File: config.mk
export PLATFORM = sky130hd
export DESIGN_NAME = frame_reorder_in_order_release_top
export DESIGN_NICKNAME = d
export VERILOG_FILES = /design/src/hw/rtl/frr_pkg.sv /design/src/hw/rtl/frr_dp.sv /design/src/hw/rtl/frr_ctrl.sv /design/src/hw/rtl/frame_reorder_in_order_release_top.sv
export SDC_FILE = /design/constraint.sdc
export NUM_CORES = 1
export LEC_CHECK = 0
export BUFFER_PORTS_ARGS = -buffer_cell sky130_fd_sc_hd__buf_2
export CORE_MARGIN = 10
export CORE_UTILIZATION = 35
export DETAILED_ROUTE_END_ITERATION = 6
export SYNTH_ARGS = -nofsm -noshare
export SYNTH_HDL_FRONTEND = slang
export SYNTH_SLANG_ARGS = --single-unit
File: constraint.sdc
create_clock -name clk -period 7.5 [get_ports clk]
set_input_delay 1.125 -clock clk [delete_from_list [all_inputs] [get_ports clk]]
set_output_delay 1.125 -clock clk [all_outputs]
set_load 0.01 [all_outputs]
File: src/hw/rtl/frr_pkg.sv
`default_nettype none
package frr_pkg;

    localparam int WINDOW = 64;
    localparam int IDX_W  = $clog2(WINDOW);
    localparam int NB_W   = 31;
    localparam int STAT_W = 2;

    localparam logic [STAT_W-1:0] STAT_OK     = 2'd0;
    localparam logic [STAT_W-1:0] STAT_STALE  = 2'd1;
    localparam logic [STAT_W-1:0] STAT_BEYOND = 2'd2;

    localparam logic KIND_FRAME   = 1'b0;
    localparam logic KIND_RESTART = 1'b1;

    typedef struct packed {
        logic restart;
        logic hold;
        logic drop;
        logic release_nb;
    } frr_cmd_t;

    typedef struct packed {
        logic is_restart;
        logic d_zero;
        logic drop;
        logic next_last;
        logic out_full;
    } frr_sts_t;

endpackage
`default_nettype wire

File: src/hw/rtl/frr_dp.sv
`default_nettype none
module frr_dp
    import frr_pkg::*;
(
    input  wire logic              clk,
    input  wire logic              rst_n,
    input  wire logic              kind,
    input  wire logic [NB_W-1:0]   frame_id,
    input  wire frr_cmd_t          cmd,
    input  wire logic              out_ready,
    output frr_sts_t               sts,
    output logic                   out_valid,
    output logic [NB_W-1:0]        out_nb,
    output logic [STAT_W-1:0]      out_status,
    output logic                   out_last
);

    logic [NB_W-1:0]   expected_reg, expected_next;
    logic [WINDOW-1:0] held_reg, held_next;
    logic              out_valid_reg, out_valid_next;
    logic [NB_W-1:0]   out_nb_reg, out_nb_next;
    logic [STAT_W-1:0] out_status_reg, out_status_next;
    logic              out_last_reg, out_last_next;

    logic [NB_W-1:0]  delta;
    logic [IDX_W-1:0] idx;
    logic             in_window;
    logic             is_held;
    logic             stale;

    always_comb
    begin
        delta     = frame_id - expected_reg;
        idx       = delta[IDX_W-1:0];
        stale     = delta[NB_W-1];
        in_window = (delta < NB_W'(WINDOW));
        is_held   = in_window && held_reg[idx];

        sts.is_restart = (kind == KIND_RESTART);
        sts.d_zero     = (delta == '0);
        sts.drop       = stale || !in_window || is_held;
        sts.next_last  = !held_reg[1];
        sts.out_full   = out_valid_reg;
    end

    always_comb
    begin
        expected_next   = expected_reg;
        held_next       = held_reg;
        out_nb_next     = out_nb_reg;
        out_status_next = out_status_reg;
        out_last_next   = out_last_reg;
        out_valid_next  = out_valid_reg && !out_ready;

        if (cmd.restart)
        begin
            expected_next = '0;
            held_next     = '0;
        end
        else if (cmd.hold)
        begin
            held_next[idx] = 1'b1;
        end
        else if (cmd.drop)
        begin
            out_valid_next  = 1'b1;
            out_nb_next     = frame_id;
            out_status_next = (stale || is_held) ? STAT_STALE : STAT_BEYOND;
            out_last_next   = 1'b1;
        end
        else if (cmd.release_nb)
        begin
            out_valid_next  = 1'b1;
            out_nb_next     = expected_reg;
            out_status_next = STAT_OK;
            out_last_next   = !held_reg[1];
            expected_next   = expected_reg + NB_W'(1);
            held_next       = {1'b0, held_reg[WINDOW-1:1]};
        end
    end

    always_ff @(posedge clk or negedge rst_n)
    begin
        if (!rst_n)
        begin
            expected_reg  <= '0;
            held_reg      <= '0;
            out_valid_reg <= 1'b0;
        end
        else
        begin
            expected_reg  <= expected_next;
            held_reg      <= held_next;
            out_valid_reg <= out_valid_next;
        end
    end

    always_ff @(posedge clk)
    begin
        out_nb_reg     <= out_nb_next;
        out_status_reg <= out_status_next;
        out_last_reg   <= out_last_next;
    end

    assign out_valid  = out_valid_reg;
    assign out_nb     = out_nb_reg;
    assign out_status = out_status_reg;
    assign out_last   = out_last_reg;

endmodule
`default_nettype wire

File: src/hw/rtl/frr_ctrl.sv
`default_nettype none
module frr_ctrl
    import frr_pkg::*;
(
    input  wire logic     clk,
    input  wire logic     rst_n,
    input  wire logic     in_valid,
    output logic          in_ready,
    input  wire logic     out_ready,
    input  wire frr_sts_t sts,
    output frr_cmd_t      cmd
);

    typedef enum logic {
        ST_IDLE,
        ST_RUN
    } state_t;

    state_t state_reg, state_next;
    logic   slot_free;
    logic   accept;
    logic   frame_beat;

    always_comb
    begin
        slot_free  = !sts.out_full || out_ready;
        in_ready   = (state_reg == ST_IDLE) && slot_free;
        accept     = in_valid && in_ready;
        frame_beat = accept && !sts.is_restart;

        cmd.restart    = accept && sts.is_restart;
        cmd.hold       = frame_beat && !sts.d_zero && !sts.drop;
        cmd.drop       = frame_beat && !sts.d_zero && sts.drop;
        cmd.release_nb = (frame_beat && sts.d_zero) || ((state_reg == ST_RUN) && slot_free);

        state_next = state_reg;
        unique case (state_reg)
            ST_IDLE:
            begin
                if (frame_beat && sts.d_zero && !sts.next_last)
                    state_next = ST_RUN;
            end
            ST_RUN:
            begin
                if (slot_free && sts.next_last)
                    state_next = ST_IDLE;
            end
            default: state_next = ST_IDLE;
        endcase
    end

    always_ff @(posedge clk or negedge rst_n)
    begin
        if (!rst_n)
            state_reg <= ST_IDLE;
        else
            state_reg <= state_next;
    end

endmodule
`default_nettype wire

File: src/hw/rtl/frame_reorder_in_order_release_top.sv
`default_nettype none
// Reorder buffer with in-order release. Frame numbers (s_tdata) arrive in any order and
// leave on the master side strictly ascending, modulo 2^31. A frame up to WINDOW-1 ahead
// of the expected number is held and gives no beat; stale, duplicate and too-far-ahead
// numbers come back as one beat with a drop status; a restart beat (s_tuser = 1) clears
// the held map and expects frame 0. After a held, restart or dropped frame the next input
// can be taken while the output register is free. When the expected frame arrives, it
// and the held frames that follow it leave as a run of n beats, one per cycle unless
// m_tready stalls, through the single output register, tlast on the final one; no input
// is taken until the last beat of the run is loaded.
module frame_reorder_in_order_release_top
    import frr_pkg::*;
(
    input  wire logic        clk,
    input  wire logic        rst_n,
    input  wire logic        s_tvalid,
    output logic             s_tready,
    input  wire logic [31:0] s_tdata,   // [30:0] frame_id
    input  wire logic        s_tuser,   // [0] kind
    output logic             m_tvalid,
    input  wire logic        m_tready,
    output logic [31:0]      m_tdata,   // [30:0] frame_nb
    output logic [1:0]       m_tuser,   // [1:0] status
    output logic             m_tlast
);

    frr_cmd_t          cmd;
    frr_sts_t          sts;
    logic [NB_W-1:0]   out_nb;

    frr_ctrl u_ctrl (
        .clk       (clk),
        .rst_n     (rst_n),
        .in_valid  (s_tvalid),
        .in_ready  (s_tready),
        .out_ready (m_tready),
        .sts       (sts),
        .cmd       (cmd)
    );

    frr_dp u_dp (
        .clk        (clk),
        .rst_n      (rst_n),
        .kind       (s_tuser),
        .frame_id   (s_tdata[NB_W-1:0]),
        .cmd        (cmd),
        .out_ready  (m_tready),
        .sts        (sts),
        .out_valid  (m_tvalid),
        .out_nb     (out_nb),
        .out_status (m_tuser),
        .out_last   (m_tlast)
    );

    assign m_tdata = {1'b0, out_nb};

    // drops are always single-beat
    assert property (@(posedge clk) disable iff (!rst_n)
        (m_tvalid && m_tuser != STAT_OK) |-> m_tlast)
        else $error("drop beat without tlast");

    assert property (@(posedge clk) disable iff (!rst_n)
        m_tvalid |-> (m_tuser == STAT_OK || m_tuser == STAT_STALE || m_tuser == STAT_BEYOND))
        else $error("illegal status code");

    // at most one of the datapath commands per cycle
    assert property (@(posedge clk) disable iff (!rst_n)
        $onehot0({cmd.restart, cmd.hold, cmd.drop, cmd.release_nb}))
        else $error("conflicting datapath commands");

endmodule
`default_nettype wire

==> flow_metrics.env <==
export IMPL_multiInputGateArea_um2=5411
export IMPL_endpoint_kind="flop"
export IMPL_switchingPower_uw=576.0
export IMPL_ctsHtreeMaxLevel=4
export IMPL_synth_edff_count=34
export IMPL_grt_pass1_wl_um=44540
export IMPL_clk_latency_ps=430
export IMPL_cts_tree="done"
export IMPL_synth_cell_type_count=86
export IMPL_hold_ws_ps=515.4
export IMPL_post_route_min_period_ps=5391
export IMPL_p_int_mw=1.330
export IMPL_largest_register_ffs=64
export IMPL_synthSimpleGateAreaFrac_pct=18.78
export IMPL_wire_per_inst_um=19.31
export IMPL_drt_total_wl_um=27800
export IMPL_gr_usage_all_layers_pct=16.35
export IMPL_dieArea_um2=33540
export IMPL_post_cts_buffers=0
export IMPL_cts_hold_buf=0
export IMPL_antenna_cells=0
export IMPL_die_w_um=183.1
export IMPL_yosysWarnings=0
export IMPL_rsz0062_at_grt="no"
export IMPL_cts_root_buf="clkbuf_16"
export IMPL_final_cell_mix="nand2_1, dfrtp_1, nor2_1"
export IMPL_dr_total_vias=8323
export IMPL_first_pass_iters=5
export IMPL_num_fill_cells=2637
export IMPL_synth_top_family_by_area="compound AO/OA/AOI/OAI gates"
export IMPL_die_h_um=183.1
export IMPL_clockBufferDepth=2
export IMPL_antenna_found_initial=1
export IMPL_grt_max_degree=74
export IMPL_slew_violations=0
export IMPL_drc=0
export IMPL_netlist_area_um2=9315
export IMPL_pwr_share_clk_pct=44.8
export IMPL_synthTopCellsByArea="dfrtp_1, edfxtp_1, mux2i_1"
export IMPL_synthAdderAreaFrac_pct=4.379
export IMPL_nets=1161
export IMPL_cp_max_fo=19
export IMPL_cts_buffers=17
export IMPL_setup_violations=0
export IMPL_cts_resized=0
export IMPL_netlist_instances=1050
export IMPL_grt_pass1_vias=8167
export IMPL_synth_flop_cell="dfrtp_1"
export IMPL_relSlewSlack_pct=23.88
export IMPL_row_count=59
export IMPL_timing_fmax_mhz=185.5
export IMPL_avgSynthCellArea_um2=8.872
export IMPL_register_area_um2=3448
export IMPL_start_util_pct=35.65
export IMPL_max_cap_violations=0
export IMPL_muxShareOfSynthArea_pct=10.81
export IMPL_p_leak_nw=4.434
export IMPL_ir_drop_mv=0.1264
export IMPL_powerDensity_nw_per_um2=181.3
export IMPL_path_class="in2reg"
export IMPL_vias_per_cell=5.780
export IMPL_synth_async_reset_ratio_pct=74.05
export IMPL_switching_share_pct=30.22
export IMPL_comb_power_share_pct=15.8
export IMPL_post_route_period_util_pct=71.88
export IMPL_cp_required_ps=7670
export IMPL_drive_above_1_share_pct=14.48
export IMPL_p_seq_share_pct=39.4
export IMPL_hpwl_um=19450
export IMPL_ios=74
export IMPL_yosysTopAreaCellShare_pct=26.06
export IMPL_drt_first_iter_violations=642
export IMPL_place_congestion=0.9366
export IMPL_syn_nets=1119
export IMPL_yosys_register_bits=131
export IMPL_global_route_usage_met2_pct=26.86
export IMPL_top_usage_layer="met2"
export IMPL_use_met1_pct=21.01
export IMPL_fin_tns_setup_ps=0
export IMPL_finalHoldViolCount=0
export IMPL_io_buffers=71
export IMPL_coreArea_um2=26130
export IMPL_hold_class="reg2reg"
export IMPL_clock_sink_count=131
export IMPL_critPathArrivalTime_ps=5560
export IMPL_fin_worst_skew_ps=16.56
export IMPL_ys_seq_area_share_pct=37.02
export IMPL_area_growth_pct=12.88
export IMPL_yosys_area_top_type="dfrtp_1"
export IMPL_status="finished clean"
export IMPL_synth_compound_area_share_pct=21.50
export IMPL_ant_nets=0
export IMPL_clkSlewWorstSetupHoldPaths_ps=60
export IMPL_synth_xor_area_share_pct=2.324
export IMPL_met3_usage_pct=3.399
export IMPL_final_common_cell="nand2_1"
export IMPL_start_kind="input pin"
export IMPL_overflow=0
export IMPL_worstMarginPinSlew_ps=1138
-- cell usage after synthesis, types with 29 or more instances --
| library cell | instances |
|---|---|
| a21oi_1 | 63 |
| nor2_1 | 81 |
| nor3_1 | 31 |
| dfrtp_1 | 97 |
| o21ai_0 | 80 |
| mux2i_1 | 59 |
| mux2_1 | 29 |
| inv_1 | 42 |
| clkbuf_1 | 31 |
| o211ai_1 | 29 |
| ha_1 | 31 |
| nand2_1 | 127 |
| edfxtp_1 | 34 |
-- path summary, 6_finish.rpt --
| path | from | endpoint | slack [ps] | depth (start not counted) |
|---|---|---|---|---|
| max | s_tdata[0] | u_dp.out_nb[11] | 2110 | 17 |
| min | u_dp.held_reg[18] | u_dp.held_reg[18] | 520 | 2 |
| max reg2reg | u_dp.expected_reg[0] | u_dp.out_nb[11] | 2500 | 15 |
| min reg2reg | u_dp.held_reg[18] | u_dp.held_reg[18] | 520 | 2 |
| max in group asynchronous | rst_n | u_dp.held_reg[4] | 5510 | 2 |
| min in group asynchronous | rst_n | u_dp.expected_reg[24] | 620 | 1 |
-- power groups by stage --
| stage | clock network (mW) | logic (mW) | registers [mW] |
|---|---|---|---|
| 2_1_floorplan | 0 | 0.184 | 0.773 |
| 3_3_place_gp | 0 | 0.296 | 0.766 |
| 3_5_place_dp | 0 | 0.297 | 0.766 |
| 4_1_cts | 0.869 | 0.299 | 0.752 |
| 5_1_grt | 0.900 | 0.328 | 0.753 |
| 6_report | 0.853 | 0.301 | 0.752 |
-- through the flow --
step,instance area (µm²),util [%],cells,setup WS (ps),total power [mW]
after floorplan,9315,-,1050,2516,0.9567
after global placement,9927,37.99,1408,1744,1.062
after detailed placement,9927,37.99,1408,1713,1.063
after CTS,10520,40.24,1440,2162,1.920
after global routing,10520,40.24,1440,1868,1.981
final,10520,40.24,1440,2109,1.906
-- routing by layer --
metal / vias up / routed length [µm]
li1: 3970 / -
met1: 4046 / 12140
met5: - / 13
met2: 262 / 13210
met4: 2 / 614
met3: 43 / 1822
-- area by class of cell --
type,count,share of cell area (%)
Clock inverter,14,1.309
Inverter,42,1.499
Tap cell,335,3.986
Sequential cell,131,32.79
Timing Repair Buffer,87,4.664
Multi-Input combinational cell,813,51.46
Clock buffer,18,4.284
-- logic make-up after synthesis --
kind of cell / count (synthesis)
flops: 131
other cells: 1
simple gates: 364
fa+ha+maj: 32
buf+inv: 106
compound gates: 300
mux: 93
xor+xnor: 23
-- worst max-delay path: stages --
cell and delay, ps:
buf_2 90, inv_1 40, ha_1 220, fa_1 660, buf_4 310, nand3_1 260, buf_4 240, o22ai_1 100
or4_1 500, o211ai_1 140, o311ai_0 240, o21ai_2 330, nand2b_1 100, and3_1 210, nor2_4 380, buf_12 240
mux2_1 340
Power figures use the tool's default switching activity.
